### src/rtl/core/g711_companding_codec_core_macros.svh
// ----------------------------------------------------------------------------
// G.711 codec assertion macros
// Shared concurrent assertion forms for the codec core.
// ----------------------------------------------------------------------------
`ifndef G711_COMPANDING_CODEC_CORE_MACROS_SVH
`define G711_COMPANDING_CODEC_CORE_MACROS_SVH

// same-cycle implication
`define G711_ASSERT_IMPL(lbl, clk, rstn, ante, cons, msg) \
	lbl: assert property (@(posedge clk) disable iff (!rstn) (ante) |-> (cons)) \
		else $error(msg);

// next-cycle implication
`define G711_ASSERT_NEXT(lbl, clk, rstn, ante, cons, msg) \
	lbl: assert property (@(posedge clk) disable iff (!rstn) (ante) |=> (cons)) \
		else $error(msg);

`endif

### src/rtl/core/g711_pkg.sv
// ----------------------------------------------------------------------------
// G.711 codec package
// Opcodes, segment ends, transcode tables and shared types.
// ----------------------------------------------------------------------------
package g711_pkg;

	typedef logic [2:0]  op_t;
	typedef logic [13:0] mag_t;

	localparam op_t OP_ENC_A = 3'd0;
	localparam op_t OP_ENC_U = 3'd1;
	localparam op_t OP_DEC_A = 3'd2;
	localparam op_t OP_DEC_U = 3'd3;
	localparam op_t OP_A2U   = 3'd4;
	localparam op_t OP_U2A   = 3'd5;

	localparam logic [7:0] A_MSK_POS = 8'hD5;
	localparam logic [7:0] A_MSK_NEG = 8'h55;
	localparam logic [7:0] U_MSK_POS = 8'hFF;
	localparam logic [7:0] U_MSK_NEG = 8'h7F;
	localparam logic [7:0] CODE_MAX  = 8'h7F;
	localparam mag_t       U_CLIP    = 14'd8159;
	localparam mag_t       U_BIAS    = 14'd33;

	localparam mag_t A_SEG_END [8] = '{
		14'h001F, 14'h003F, 14'h007F, 14'h00FF,
		14'h01FF, 14'h03FF, 14'h07FF, 14'h0FFF
	};

	localparam mag_t U_SEG_END [8] = '{
		14'h003F, 14'h007F, 14'h00FF, 14'h01FF,
		14'h03FF, 14'h07FF, 14'h0FFF, 14'h1FFF
	};

	localparam logic [7:0] TAB_U2A [128] = '{
		8'd1, 8'd1, 8'd2, 8'd2, 8'd3, 8'd3, 8'd4, 8'd4,
		8'd5, 8'd5, 8'd6, 8'd6, 8'd7, 8'd7, 8'd8, 8'd8,
		8'd9, 8'd10, 8'd11, 8'd12, 8'd13, 8'd14, 8'd15, 8'd16,
		8'd17, 8'd18, 8'd19, 8'd20, 8'd21, 8'd22, 8'd23, 8'd24,
		8'd25, 8'd27, 8'd29, 8'd31, 8'd33, 8'd34, 8'd35, 8'd36,
		8'd37, 8'd38, 8'd39, 8'd40, 8'd41, 8'd42, 8'd43, 8'd44,
		8'd46, 8'd48, 8'd49, 8'd50, 8'd51, 8'd52, 8'd53, 8'd54,
		8'd55, 8'd56, 8'd57, 8'd58, 8'd59, 8'd60, 8'd61, 8'd62,
		8'd64, 8'd65, 8'd66, 8'd67, 8'd68, 8'd69, 8'd70, 8'd71,
		8'd72, 8'd73, 8'd74, 8'd75, 8'd76, 8'd77, 8'd78, 8'd79,
		8'd81, 8'd82, 8'd83, 8'd84, 8'd85, 8'd86, 8'd87, 8'd88,
		8'd89, 8'd90, 8'd91, 8'd92, 8'd93, 8'd94, 8'd95, 8'd96,
		8'd97, 8'd98, 8'd99, 8'd100, 8'd101, 8'd102, 8'd103, 8'd104,
		8'd105, 8'd106, 8'd107, 8'd108, 8'd109, 8'd110, 8'd111, 8'd112,
		8'd113, 8'd114, 8'd115, 8'd116, 8'd117, 8'd118, 8'd119, 8'd120,
		8'd121, 8'd122, 8'd123, 8'd124, 8'd125, 8'd126, 8'd127, 8'd128
	};

	localparam logic [7:0] TAB_A2U [128] = '{
		8'd1, 8'd3, 8'd5, 8'd7, 8'd9, 8'd11, 8'd13, 8'd15,
		8'd16, 8'd17, 8'd18, 8'd19, 8'd20, 8'd21, 8'd22, 8'd23,
		8'd24, 8'd25, 8'd26, 8'd27, 8'd28, 8'd29, 8'd30, 8'd31,
		8'd32, 8'd32, 8'd33, 8'd33, 8'd34, 8'd34, 8'd35, 8'd35,
		8'd36, 8'd37, 8'd38, 8'd39, 8'd40, 8'd41, 8'd42, 8'd43,
		8'd44, 8'd45, 8'd46, 8'd47, 8'd48, 8'd48, 8'd49, 8'd49,
		8'd50, 8'd51, 8'd52, 8'd53, 8'd54, 8'd55, 8'd56, 8'd57,
		8'd58, 8'd59, 8'd60, 8'd61, 8'd62, 8'd63, 8'd64, 8'd64,
		8'd65, 8'd66, 8'd67, 8'd68, 8'd69, 8'd70, 8'd71, 8'd72,
		8'd73, 8'd74, 8'd75, 8'd76, 8'd77, 8'd78, 8'd79, 8'd79,
		8'd80, 8'd81, 8'd82, 8'd83, 8'd84, 8'd85, 8'd86, 8'd87,
		8'd88, 8'd89, 8'd90, 8'd91, 8'd92, 8'd93, 8'd94, 8'd95,
		8'd96, 8'd97, 8'd98, 8'd99, 8'd100, 8'd101, 8'd102, 8'd103,
		8'd104, 8'd105, 8'd106, 8'd107, 8'd108, 8'd109, 8'd110, 8'd111,
		8'd112, 8'd113, 8'd114, 8'd115, 8'd116, 8'd117, 8'd118, 8'd119,
		8'd120, 8'd121, 8'd122, 8'd123, 8'd124, 8'd125, 8'd126, 8'd127
	};

	typedef struct packed {
		logic [7:0] a_code;
		logic [7:0] u_code;
	} enc_res_t;

	typedef struct packed {
		logic [15:0] a_pcm;
		logic [15:0] u_pcm;
		logic [7:0]  a2u;
		logic [7:0]  u2a;
	} xlat_res_t;

	// first segment whose end is not below mag; 8 when none
	function automatic logic [3:0] seg_find(input mag_t mag, input logic mu);
		logic [3:0] seg;
		mag_t       lim;
		seg = 4'd8;
		for (int k = 7; k >= 0; k--) begin
			lim = mu ? U_SEG_END[k] : A_SEG_END[k];
			if (mag <= lim) begin
				seg = 4'(k);
			end
		end
		return seg;
	endfunction

endpackage

### src/rtl/core/g711_companding_codec_core.sv
// ----------------------------------------------------------------------------
// G.711 companding codec core
// Stateless A-law / mu-law encode, decode and transcode, one op per beat.
//
//   channel  | handshake        | payload
//   ---------+------------------+---------------------------
//   command  | start / busy     | opcode, pcm_in, code_in
//   result   | done (strobe)    | code_out, pcm_out
//
// One beat per clock; each command passes through the input register and the
// result register around the combinational encode/decode/table logic before its
// result is strobed. busy is always low.
// Reset clears the valid flags only; items in flight are dropped, none is created.
// The receiver must take every result in the cycle it is strobed; the block does not enforce it.
// ----------------------------------------------------------------------------
`include "g711_companding_codec_core_macros.svh"

module g711_companding_codec_core (
	input  logic               clk,
	input  logic               arst_n,
	input  logic               start,
	output logic               busy,
	input  logic [2:0]         opcode,
	input  logic signed [15:0] pcm_in,
	input  logic [7:0]         code_in,
	output logic               done,
	output logic [7:0]         code_out,
	output logic signed [15:0] pcm_out
);

	logic                valid_s1;
	g711_pkg::op_t       op_s1;
	logic signed [15:0]  pcm_s1;
	logic [7:0]          code_s1;
	logic                valid_s2;
	logic [7:0]          code_s2;
	logic [15:0]         pcm_s2;
	g711_pkg::enc_res_t  enc_res;
	g711_pkg::xlat_res_t xlat_res;
	logic [7:0]          code_nxt;
	logic [15:0]         pcm_nxt;

	assign busy = 1'b0;

	always_ff @(posedge clk or negedge arst_n) begin
		if (!arst_n) begin
			valid_s1 <= 1'b0;
			valid_s2 <= 1'b0;
		end else begin
			valid_s1 <= start && !busy;
			valid_s2 <= valid_s1;
		end
	end

	always_ff @(posedge clk) begin
		op_s1   <= opcode;
		pcm_s1  <= pcm_in;
		code_s1 <= code_in;
		code_s2 <= code_nxt;
		pcm_s2  <= pcm_nxt;
	end

	g711_enc u_enc (
		.pcm (pcm_s1),
		.res (enc_res)
	);

	g711_xlat u_xlat (
		.code (code_s1),
		.res  (xlat_res)
	);

	always_comb begin
		code_nxt = 8'h00;
		pcm_nxt  = 16'h0000;
		case (op_s1)
			g711_pkg::OP_ENC_A: code_nxt = enc_res.a_code;
			g711_pkg::OP_ENC_U: code_nxt = enc_res.u_code;
			g711_pkg::OP_DEC_A: pcm_nxt  = xlat_res.a_pcm;
			g711_pkg::OP_DEC_U: pcm_nxt  = xlat_res.u_pcm;
			g711_pkg::OP_A2U:   code_nxt = xlat_res.a2u;
			g711_pkg::OP_U2A:   code_nxt = xlat_res.u2a;
			default: begin
				code_nxt = 8'h00;
				pcm_nxt  = 16'h0000;
			end
		endcase
	end

	assign done     = valid_s2;
	assign code_out = code_s2;
	assign pcm_out  = pcm_s2;

	`G711_ASSERT_NEXT(a_cmd_flows, clk, arst_n, start, valid_s1, "accepted beat lost in s1")
	`G711_ASSERT_NEXT(a_res_flows, clk, arst_n, valid_s1, done, "s1 beat not strobed out")
	`G711_ASSERT_IMPL(a_one_field, clk, arst_n, done && (pcm_out != 16'h0000), code_out == 8'h00, "both result fields nonzero")
	`G711_ASSERT_NEXT(a_enc_sign, clk, arst_n, valid_s1 && ((op_s1 == g711_pkg::OP_ENC_A) || (op_s1 == g711_pkg::OP_ENC_U)), code_out[7] == !$past(pcm_s1[15]), "encoded sign bit wrong")

endmodule

### src/rtl/core/g711_enc.sv
// ----------------------------------------------------------------------------
// G.711 encoder
// Linear sample to A-law and mu-law bytes, both formed in parallel.
// ----------------------------------------------------------------------------
module g711_enc (
	input  logic signed [15:0] pcm,
	output g711_pkg::enc_res_t res
);

	logic        neg;
	logic [15:0] a_sh;
	logic [11:0] a_mag;
	logic [3:0]  a_seg;
	logic [11:0] a_shift;
	logic [3:0]  a_mant;
	logic [7:0]  a_msk;
	logic [15:0] u_sh;
	logic [15:0] u_mag_raw;
	logic [12:0] u_clip;
	logic [13:0] u_bias;
	logic [3:0]  u_seg;
	logic [13:0] u_shift;
	logic [7:0]  u_msk;

	assign neg = pcm[15];

	// A-law
	assign a_sh    = {{3{pcm[15]}}, pcm[15:3]};
	assign a_mag   = neg ? ~a_sh[11:0] : a_sh[11:0];
	assign a_seg   = g711_pkg::seg_find({2'b00, a_mag}, 1'b0);
	assign a_shift = a_mag >> a_seg[2:0];
	assign a_mant  = (a_seg < 4'd2) ? a_mag[4:1] : a_shift[3:0];
	assign a_msk   = neg ? g711_pkg::A_MSK_NEG : g711_pkg::A_MSK_POS;

	always_comb begin
		if (a_seg[3]) begin
			res.a_code = g711_pkg::CODE_MAX ^ a_msk;
		end else begin
			res.a_code = {1'b0, a_seg[2:0], a_mant} ^ a_msk;
		end
	end

	// mu-law
	assign u_sh      = {{2{pcm[15]}}, pcm[15:2]};
	assign u_mag_raw = neg ? (16'h0000 - u_sh) : u_sh;
	assign u_clip    = (u_mag_raw > {2'b00, g711_pkg::U_CLIP}) ? g711_pkg::U_CLIP[12:0]
	                                                           : u_mag_raw[12:0];
	assign u_bias    = {1'b0, u_clip} + g711_pkg::U_BIAS;
	assign u_seg     = g711_pkg::seg_find(u_bias, 1'b1);
	assign u_shift   = u_bias >> ({1'b0, u_seg[2:0]} + 4'd1);
	assign u_msk     = neg ? g711_pkg::U_MSK_NEG : g711_pkg::U_MSK_POS;

	always_comb begin
		if (u_seg[3]) begin
			res.u_code = g711_pkg::CODE_MAX ^ u_msk;
		end else begin
			res.u_code = {1'b0, u_seg[2:0], u_shift[3:0]} ^ u_msk;
		end
	end

endmodule

### src/rtl/core/g711_xlat.sv
// ----------------------------------------------------------------------------
// G.711 decoder and transcoder
// Companded byte to linear sample and to the other law, all in parallel.
// ----------------------------------------------------------------------------
module g711_xlat (
	input  logic [7:0]          code,
	output g711_pkg::xlat_res_t res
);

	logic [7:0]  a_v;
	logic [2:0]  a_seg;
	logic [14:0] a_base;
	logic [14:0] a_t;
	logic [7:0]  u_v;
	logic [7:0]  u_base;
	logic [14:0] u_t;
	logic [7:0]  a2u_raw;
	logic [7:0]  u2a_raw;

	// A-law decode
	assign a_v    = code ^ g711_pkg::A_MSK_NEG;
	assign a_seg  = a_v[6:4];
	assign a_base = {7'b0, a_v[3:0], 4'b0} + ((a_seg == 3'd0) ? 15'h0008 : 15'h0108);
	assign a_t    = (a_seg > 3'd1) ? (a_base << (a_seg - 3'd1)) : a_base;
	assign res.a_pcm = a_v[7] ? {1'b0, a_t} : (16'h0000 - {1'b0, a_t});

	// mu-law decode
	assign u_v    = ~code;
	assign u_base = {1'b0, u_v[3:0], 3'b0} + 8'h84;
	assign u_t    = {7'b0, u_base} << u_v[6:4];
	assign res.u_pcm = u_v[7] ? (16'h0084 - {1'b0, u_t}) : ({1'b0, u_t} - 16'h0084);

	// transcode
	assign a2u_raw = g711_pkg::TAB_A2U[code[6:0] ^ 7'h55];
	assign u2a_raw = g711_pkg::TAB_U2A[code[6:0] ^ 7'h7F] - 8'd1;
	assign res.a2u = a2u_raw ^ (code[7] ? g711_pkg::U_MSK_POS : g711_pkg::U_MSK_NEG);
	assign res.u2a = u2a_raw ^ (code[7] ? g711_pkg::A_MSK_POS : g711_pkg::A_MSK_NEG);

endmodule
### config.mk
export PLATFORM = sky130hd
export DESIGN_NAME = g711_companding_codec_core
export DESIGN_NICKNAME = d
export VERILOG_FILES = /design/src/rtl/core/g711_pkg.sv /design/src/rtl/core/g711_companding_codec_core.sv /design/src/rtl/core/g711_enc.sv /design/src/rtl/core/g711_xlat.sv
export VERILOG_INCLUDE_DIRS = /design/src /design/src/rtl/core
export SDC_FILE = /design/constraint.sdc
export NUM_CORES = 1
export LEC_CHECK = 0
export BUFFER_PORTS_ARGS = -buffer_cell sky130_fd_sc_hd__buf_2
export CAP_MARGIN = 20
export CORE_MARGIN = 3
export CORE_UTILIZATION = 55
export DETAILED_ROUTE_END_ITERATION = 10
export GPL_TIMING_DRIVEN = 0
export PLACE_DENSITY = 0.73
export RECOVER_POWER = 100
export SYNTH_ARGS = -nofsm -noshare
export SYNTH_HDL_FRONTEND = slang
export SYNTH_SLANG_ARGS = --single-unit
### constraint.sdc
create_clock -name clk -period 6.9 [get_ports clk]
set_clock_uncertainty 0.05 [all_clocks]
set_input_delay 0.69 -clock clk [delete_from_list [all_inputs] [get_ports clk]]
set_output_delay 0.69 -clock clk [all_outputs]
set_load 0.01 [all_outputs]
## After elaboration in Yosys (flattened, before gate mapping)

Memory sizes are Yosys's and may differ from the RTL's.
Index checks and enable logic that the tools add are counted.

| word-level totals | value |
|---|---|
| output and inout port bits | 26 |
| ROM bits | 2,048 |
| logic and storage cells | 97 |
| bits in registers | 53 |
| input port bits | 30 |
| memories kept | 2 |

| cells by class | value |
|---|---|
| equality and inequality tests | 5 |
| shift-type cells | 4 |
| multiplexer cells | 35 |
| bitwise operators | 12 |
| add/sub/neg operators | 10 |
| $lt $le $gt $ge | 20 |
| reductions and logical operators | 2 |

Memories:

| name | words | width | rd ports | clocked after memory_dff | wr ports | RTL line | RTL |
|---|---|---|---|---|---|---|---|
| (no name shown) | 128 | 8 | 1 | 0 | 0 | g711_xlat.sv:34 | `assign a2u_raw = g711_pkg::TAB_A2U[code[6:0] ^ 7'h55];` |
| (no name shown) | 128 | 8 | 1 | 0 | 0 | g711_xlat.sv:35 | `assign u2a_raw = g711_pkg::TAB_U2A[code[6:0] ^ 7'h7F] - 8'd1;` |

Operators with widths:

| operator | number |
|---|---|
| 2-to-1 mux 8 bit | 10 |
| 2-to-1 mux 16 bit | 3 |
| 2-to-1 mux 4 bit | 9 |
| one-hot mux 16 bit (2 select lines) | 1 |
| one-hot mux 8 bit (4 select lines) | 1 |
| NOT 7 bit | 3 |
| greater-or-equal comparator 8 bit, second input constant | 2 |
| > comparator 16 x 13 -> 1 bit, second input constant | 1 |
| NOT 7 -> 8 bit | 2 |
| subtractor 1 x 15 -> 16 bit, first input constant | 1 |
| subtractor 15 x 8 -> 16 bit, second input constant | 1 |
| subtractor 8 x 15 -> 16 bit, first input constant | 1 |
| bitwise XOR 7 x 8 -> 8 bit | 2 |
| bitwise XOR 8 bit | 2 |
| adder 8 x 15 -> 15 bit | 1 |
| 2-to-1 mux 15 bit | 1 |
| left shift 15 x 3 -> 15 bit | 1 |
| left shift 8 x 3 -> 15 bit | 1 |
| subtractor 1 x 14 -> 15 bit, first input constant | 1 |
| adder 13 x 6 -> 14 bit, second input constant | 1 |
| less-or-equal comparator 14 x 10 -> 1 bit, second input constant | 1 |
| less-or-equal comparator 14 x 11 -> 1 bit, second input constant | 1 |
| less-or-equal comparator 14 x 12 -> 1 bit, second input constant | 1 |
| less-or-equal comparator 14 x 13 -> 1 bit, second input constant | 1 |
| 32 further kinds | 39 |

## Depth between registers and ports, before layout

Gate-level depths: netlist of run 1.

| depth | value |
|---|---|
| depth after elaboration | 19 |
| depth in mapped cells | 22 |

## By module

Synthesis of run 1 repeated with hierarchy kept, for this count alone.

| second synthesis, totals | value |
|---|---|
| cell total of the unflattened synthesis | 872 |
| area total of the unflattened synthesis | 6,757.7 µm² |

Modules (own cells, without submodules):

| module | seq. area each (µm²) | times used | cells each | area each (µm²) |
|---|---|---|---|---|
| g711_xlat | 0.0 | 1 | 427 | 2,895.3 |
| g711_enc | 0.0 | 1 | 323 | 2,230.9 |
| g711_companding_codec_core | 1,071.0 | 1 | 122 | 1,631.6 |

## Least setup slack after synthesis of run 1

No wires, ideal clock.

| path | value |
|---|---|
| path kind | register to register |
| from | reg pcm_s1[6] |
| to | reg code_s2[1] (netlist: code_out[1]) |
| arrival time | 4.965 ns |
| path buffers | 4 |
| cell stages (with the launch flop) | 21 |
| slack | 1.821 ns |
| path through | dfxtp_1 buf_6 or4_4 buf_6 o41ai_4 xor2_2 nor3_2 a41o_1 a211o_1 ha_1 clkbuf_1 nand2_1 o221a_2 nor4b_2 o221ai_1 or3b_1 o21bai_2 buf_6 mux2_2 o2bb2a_1 nand4_1 |

| on the way | value |
|---|---|
| cells in the longest elaborated chain, start to end | 19 |

Ends and longest elaborated chain:

| item | RTL line | RTL |
|---|---|---|
| from (decl) | g711_companding_codec_core.sv:33 | `logic signed [15:0] pcm_s1;` |
| from (signal assigned) | g711_companding_codec_core.sv:57 | `pcm_s1 <= pcm_in;` |
| subtractor 1 x 14 -> 15 bit | g711_enc.sv:45 | `assign u_mag_raw = neg ? (16'h0000 - u_sh) : u_sh;` |
| 2-to-1 mux 16 bit | g711_enc.sv:45 |  |
| > comparator 16 x 13 -> 1 bit | g711_enc.sv:46 | `assign u_clip = (u_mag_raw > {2'b00, g711_pkg::U_CLIP}) ? g711_pkg::U_CLIP[12:0]` |
| 2-to-1 mux 13 bit | g711_enc.sv:46 |  |
| adder 13 x 6 -> 14 bit | g711_enc.sv:48 | `assign u_bias = {1'b0, u_clip} + g711_pkg::U_BIAS;` |
| less-or-equal comparator 14 x 13 -> 1 bit | g711_pkg.sv:92 | `if (mag <= lim) begin` |
| 2-to-1 mux 4 bit (8 in series) | g711_pkg.sv:92 |  |
| adder 3 x 1 -> 4 bit | g711_enc.sv:50 | `assign u_shift = u_bias >> ({1'b0, u_seg[2:0]} + 4'd1);` |
| right shift 14 x 4 -> 4 bit | g711_enc.sv:50 |  |
| bitwise XOR 7 x 8 -> 8 bit | g711_enc.sv:57 | `res.u_code = {1'b0, u_seg[2:0], u_shift[3:0]} ^ u_msk;` |
| 2-to-1 mux 8 bit | g711_enc.sv:54 | `if (u_seg[3]) begin` |
| one-hot mux 8 bit (4 select lines) * | g711_companding_codec_core.sv:76 | `case (op_s1)` |
| to (signal assigned) | g711_companding_codec_core.sv:59 | `code_s2 <= code_nxt;` |
| to (decl) | g711_companding_codec_core.sv:36 | `logic [7:0] code_s2;` |

Every way passes the cells marked *; elsewhere a longest branch is shown, timed or not.

## Worst setup path after layout of run 1

| path | value |
|---|---|
| from | reg pcm_s1[2] |
| to | reg code_s2[1] (netlist: code_out[1]) |

| on the way | value |
|---|---|
| cells in the longest elaborated chain, start to end | 19 |

Ends and longest elaborated chain:

| item | RTL line |
|---|---|
| subtractor 1 x 14 -> 15 bit | g711_enc.sv:45 |
| 2-to-1 mux 16 bit * | g711_enc.sv:45 |
| > comparator 16 x 13 -> 1 bit | g711_enc.sv:46 |
| 2-to-1 mux 13 bit * | g711_enc.sv:46 |
| adder 13 x 6 -> 14 bit * | g711_enc.sv:48 |
| less-or-equal comparator 14 x 13 -> 1 bit | g711_pkg.sv:92 |
| 2-to-1 mux 4 bit (8 in series) | g711_pkg.sv:92 |
| adder 3 x 1 -> 4 bit | g711_enc.sv:50 |
| right shift 14 x 4 -> 4 bit | g711_enc.sv:50 |
| bitwise XOR 7 x 8 -> 8 bit | g711_enc.sv:57 |
| 2-to-1 mux 8 bit * | g711_enc.sv:54 |
| one-hot mux 8 bit (4 select lines) * | g711_companding_codec_core.sv:76 |

Marked as above.

==> results of run 1 <==
-- final cells by class --
type,count,area share (%)
buffer,54,4.158
timing repair buffer,50,3.675
sequential,49,16.63
clock inverter,3,0.7770
multi-input combinational,607,69.26
inverter,26,1.638
tap,129,2.709
clock buffer,5,1.155
-- synthesized netlist by cell type, types with 7 or more instances --
cell	instances	area, um2
a21oi_1	56	280.3
xor2_1	21	183.9
clkbuf_1	37	138.9
o211ai_1	12	90.09
nor2b_1	7	43.79
or3_1	7	43.79
a211oi_1	7	52.55
nor2_1	60	225.2
nand3_1	25	125.1
ha_1	31	387.9
o21ai_0	45	225.2
inv_1	25	93.84
a31oi_1	15	93.84
a221oi_1	7	61.31
nor3_1	20	100.1
nand2b_1	12	75.07
nand2_1	60	225.2
o22ai_1	18	112.6
mux2i_1	31	310.3
buf_1	7	26.28
dfxtp_1	47	940.9
xnor2_1	31	271.5
-- flip-flops by register name (all words and copies together), names as in the netlist --
register,count
code_s1,8
code_out,8
pcm_s1,14
valid_s1,1
pcm_out,14
done,1
op_s1,3
-- kinds of logic after synthesis --
| logic type | count (synthesis) | share of synthesized area (%) |
|---|---|---|
| AND/OR/NAND/NOR | 251 | 24.09 |
| AO/OA/AOI/OAI | 230 | 27.88 |
| buffers and inverters | 80 | 6.303 |
| XOR/XNOR | 54 | 8.906 |
| flip-flops | 49 | 18.09 |
| multiplexers | 38 | 7.581 |
| adder cells (fa/ha/maj) | 31 | 7.079 |
| other | 1 | 0.06844 |
-- power breakdown --
group          switching [uW]  internal [uW]  leakage, uW
Combinational             245            156      0.00192
Sequential               15.4            303     0.000416
Clock                     114            109    0.0000543
-- through the flow --
stage | util (%) | total power (uW) | cells
final | 62.99 | 942.1 | 923
after global routing | 62.99 | 996.2 | 923
after CTS | 63.57 | 944.7 | 923
after detailed placement | 62.35 | 722.2 | 915
after global placement | 62.35 | 714.1 | 915
after floorplan | - | 622.9 | 736
-- per-layer routing --
metal	track usage (%)	vias to the layer above	routed length [um]
li1	-	2814	-
met1	33.27	2714	6581
met2	51.37	225	8122
met3	3.797	38	929
met4	12.21	0	499
met5	0	-	0
-- cells in the final DEF (no fill, tap or decap), types with 28 or more instances in the layout --
cell type   n
mux2i_1    31
dfxtp_1    47
o21ai_0    45
xnor2_1    31
buf_2      28
clkbuf_1   62
ha_1       31
nand2_1    60
a21oi_1    56
nor2_1     60
-- critical path, stage by stage, from the launching register on --
cell	delay, ns
dfxtp_1	0.40
inv_1	0.11
ha_1	0.16
or3b_2	0.53
o41ai_4	0.29
xor2_1	0.22
nor3_1	0.61
a41o_1	0.39
nand2b_1	0.14
ha_1	0.13
clkbuf_1	0.30
nand2_1	0.19
o221a_2	0.31
nor4b_1	0.28
o221ai_1	0.22
or3b_1	0.44
o21bai_2	0.16
buf_6	0.16
mux2_4	0.31
or3_1	0.31
nand4_1	0.09
-- path summary, 6_finish.rpt --
path | endpoint | cells after the start | start
hold / removal | done | 1 | arst_n
setup reg to reg | code_out[1] | 20 | pcm_s1[2]
min in group clk | done | 0 | valid_s1
max in group asynchronous | valid_s1 | 1 | arst_n
hold reg to reg | done | 0 | valid_s1
setup / recovery | code_out[1] | 20 | pcm_s1[2]
==> impl_metrics.toml, run 1 <==
[run]
maxcap_violations = 0

[sta]
final_max_slew_viol_count = 0
finalCritPeriodShare_pct = 85.18
tightest_slew_ns = 0.9221
fin_crit_ns = 5.878
tns_ns = 0
maxClockFrequency_mhz = 170.1
hold_viol = 0
final.hold.worst_slack_ns = 0.09383
setup_repair_after_global_routing_missed_its_margin = "false"
setup_viol_count_final = 0
worst_slew_margin_rel_pct = 38.53
timing.final.ws_setup_ns = 1.022

[cts]
clock_tree.root_cell = "clkbuf_8"
clockBufferDepth = 2
cts.sinks = 49
cts.repair.resized = 0
cts_post_setup_buffers_inserted = 0
cts_tree = "yes"
h_tree_level_count = 2
clock_latency_ns = 0.32
cts.clk_slew.worst_paths_ns = 0.11
cts_inserted_buffers = 5
ctsHoldBuffers = 0

[outcome]
status = "completed"

[setup_path]
reg2reg_slack_ns = 1.02
critPathRequiredTime_ns = 7.10
critical_path_arrival_ns = 6.08
worst_setup_path_start_kind = "register"
path_max_fanout = 8
cp-end-kind = "register"
crit_path_kind = "reg2reg"

[drt]
drt-total-wl_mm = 16.13
detail-route-antenna-nets = 0
via_per_inst = 6.274
drcViolationCount = 0
first_pass_iters = 5
detail_route.iter0.violations = 357
post_drt_wl_per_cell_um = 17.48
dr_total_vias = 5791

[place]
numPortBuffers = 50
hpwlAfterDp_mm = 12.51
detailedPlace.worstSlack_ns = 1.294
post_dp_cell_area_um2 = 5898
gp_routability_congestion = 0.9166

[die]
initial_utilization_pct = 57.92
die_x_um = 105.8
placeableCoreArea_um2 = 9459
core.rowCount = 35
io-pin-count = 56
floorplan.die_area_um2 = 11200
die-height_um = 105.8

[power_and_ir_drop]
leakage_dissipation_uw = 0.002393
total_power_density_per_cell_area_nw_per_um2 = 158.1
vdd_ir_drop_max_mv = 0.1218

[finish]
n_antenna_cell = 0
design.final.nets = 854
stdcell_area_um2 = 5958
synthToLayoutAreaGrowth_pct = 8.746
fill_cell_count = 917
drive_above_1_share_pct = 9.320
multi_input_comb_area_um2 = 4126
regArea_um2 = 991.0

[global_routing]
grt_antenna_before_repair = 0
grt_pass1_wl_mm = 26.18
grt_overall_usage_pct = 28.37
grt_pass1_vias = 5531
largest_net_degree_at_the_start_of_global_routing = 17
grt.overflow.total = 0

[yosys]
postSynthCellCount = 734
yosys.cell_types.count = 84
synth_top_flop_cell = "dfxtp_1"
sequential_fraction_of_the_synthesis_area_pct = 18.09
flip_flop_and_latch_count_after_synthesis = 49
synth-edff-count = 0
postSynth.asyncResetShare_pct = 4.082
number_of_warnings_printed_during_yosys_synthesis = 0
postSynthAreaPerCell_um2 = 7.465
mappedNetlistArea_um2 = 5479

[worst_hold_path]
hold_path_class = "in2async"
(Power assumes the default switching activity.)
==> run 2, diff against run 1 <==
- BUFFER_PORTS_ARGS: -buffer_cell sky130_fd_sc_hd__buf_2 -> default
- DONT_BUFFER_PORTS: default -> 1
- GPL_TIMING_DRIVEN: 0 -> 1
- PLACE_DENSITY: 0.73 -> 0.71
- clock period: 6.9 -> 5 ns (I/O delays scaled with it)
==> impl_metrics.toml, run 2 (same netlist as run 1, synthesis figures left out) <==
[finish]
layout.cells.most_common_list = "60 x nor2_1, 60 x nand2_1, 55 x a21oi_1"
design.final.nets = 792
non_filler_instances = 861
n_antenna_cell = 0
postLayoutCoreUtil_pct = 61.96
synthToLayoutAreaGrowth_pct = 6.965
drive_above_1_share_pct = 11.89
fill_cell_count = 884

[global_routing]
grt_antenna_before_repair = 0
grt_pass1_wl_mm = 24.14
grt.overflow.total = 0
largest_net_degree_at_the_start_of_global_routing = 38
grt_overall_usage_pct = 25.80
grt_pass1_vias = 5116

[cts]
clock_latency_ns = 0.32
cts.sinks = 49
h_tree_level_count = 2
cts.clk_slew.worst_paths_ns = 0.11
clockBufferDepth = 2
cts_inserted_buffers = 5
cts_tree = "yes"
clock_tree.root_cell = "clkbuf_8"

[setup_path]
worst_setup_path_start_kind = "register"
critical_path_arrival_ns = 4.94
path_max_fanout = 5
rr_endpoint = "code_out[1]"
critPathRequiredTime_ns = 5.19
r2r_start = "pcm_s1[2]"
cp-end-kind = "register"
reg2reg_slack_ns = 0.25
rr_worst_depth = 19
crit_path_kind = "reg2reg"

[place]
numPortBuffers = 0
place_inst = 850
gp_routability_congestion = 0.9207
hpwlAfterDp_mm = 11.06
detailedPlace.worstSlack_ns = 0.1798

[sta]
final_max_slew_viol_count = 0
hold_viol = 0
final.hold.worst_slack_ns = 0.1426
finalCritPeriodShare_pct = 94.91
timing.final.ws_setup_ns = 0.2543
setup_repair_after_global_routing_missed_its_margin = "true"
worst_slew_margin_rel_pct = 1.776
fin_crit_ns = 4.746
tightest_slew_ns = 1.473
setup_viol_count_final = 0
maxClockFrequency_mhz = 210.7

[worst_hold_path]
hold_path_class = "in2reg"
worstHoldPathCells = 0
holdPathEnd = "code_s1[0]"
hold_path_startpoint = "code_in[0]"

[run]
maxcap_violations = 0

[power_and_ir_drop]
total_power_density_per_cell_area_nw_per_um2 = 210.4
vdd_ir_drop_max_mv = 0.1258
leakage_dissipation_uw = 0.002371

[die]
die_x_um = 105.8
floorplan.die_area_um2 = 11200
io-pin-count = 56
placeableCoreArea_um2 = 9459
core.rowCount = 35
initial_utilization_pct = 57.92
die-height_um = 105.8

[drt]
detail_route.iter0.violations = 310
post_drt_wl_per_cell_um = 16.92
via_per_inst = 6.329
dr_total_vias = 5449
drt-total-wl_mm = 14.57
drcViolationCount = 0
detail-route-antenna-nets = 0
first_pass_iters = 5

[outcome]
status = "completed"
-- run 2: cell type report --
| cell class | count | area (um2) | area share, % |
|---|---|---|---|
| repair buffers | 42 | 334.1 | 5.700 |
| inverters | 26 | 97.59 | 1.665 |
| flip-flops and latches | 49 | 991.0 | 16.91 |
| multi-input cells | 607 | 4190 | 71.50 |
| well taps | 129 | 161.4 | 2.754 |
| clock inverters | 2 | 13.76 | 0.2348 |
| clock buffers | 6 | 72.57 | 1.238 |
-- run 2: through the flow --
step	TNS [ns]	power [uW]	cell area, um2
floorplan	0	861.1	5494
global placement	0	971.6	5699
detailed placement	0	982.9	5699
CTS	0	1227	5796
global route	-0.08183	1319	5861
finish	0	1233	5861
-- run 2: power breakdown --
group          switching [uW]  internal, uW  total [uW]
registers                35.7           419         455
clock network             139           100         239
logic                     313           226         539
-- run 2: critical path, stage by stage (launching register included) --
cell	delay [ns]
dfxtp_1	0.34
inv_1	0.10
ha_1	0.17
or3b_4	0.42
o41ai_4	0.38
xor2_2	0.15
nor3_4	0.22
a41o_1	0.22
nand2b_1	0.12
ha_2	0.22
nand2_1	0.13
o211ai_1	0.32
a41oi_1	0.19
o21bai_1	0.26
or3b_4	0.45
o21bai_4	0.20
buf_4	0.18
mux2i_2	0.23
o2bb2a_1	0.24
nand4_1	0.09
-- run 2: timing repair --
action,CTS,global route
setup buffers,0,1
resized for setup,0,8
hold endpoints to repair,2,0
hold buffers,1,0
setup endpoints to repair,0,4
-- run 2: layer usage --
metal  global-route usage (%)  wire length [um]  part of all wire [%]  vias up
met5                        0                 0                     0        -
met4                    11.29               503                   3.5        0
met3                    3.246               565                   3.9       45
met2                    47.09              7434                    51      143
met1                    29.98              6063                    42     2565
li1                         -                 -                     -     2696
-- run 2: worst max-delay path by stage --
| stage | from | depth (start not counted) | endpoint |
|---|---|---|---|
| after detailed placement | pcm_s1[7] | 17 | code_out[1] |
| after global placement | pcm_s1[7] | 16 | code_out[1] |
| after CTS | pcm_s1[7] | 17 | code_out[1] |
| after floorplan | pcm_s1[6] | 20 | code_out[1] |
| after global routing | pcm_s1[2] | 19 | code_out[1] |
| final | pcm_s1[2] | 19 | code_out[1] |
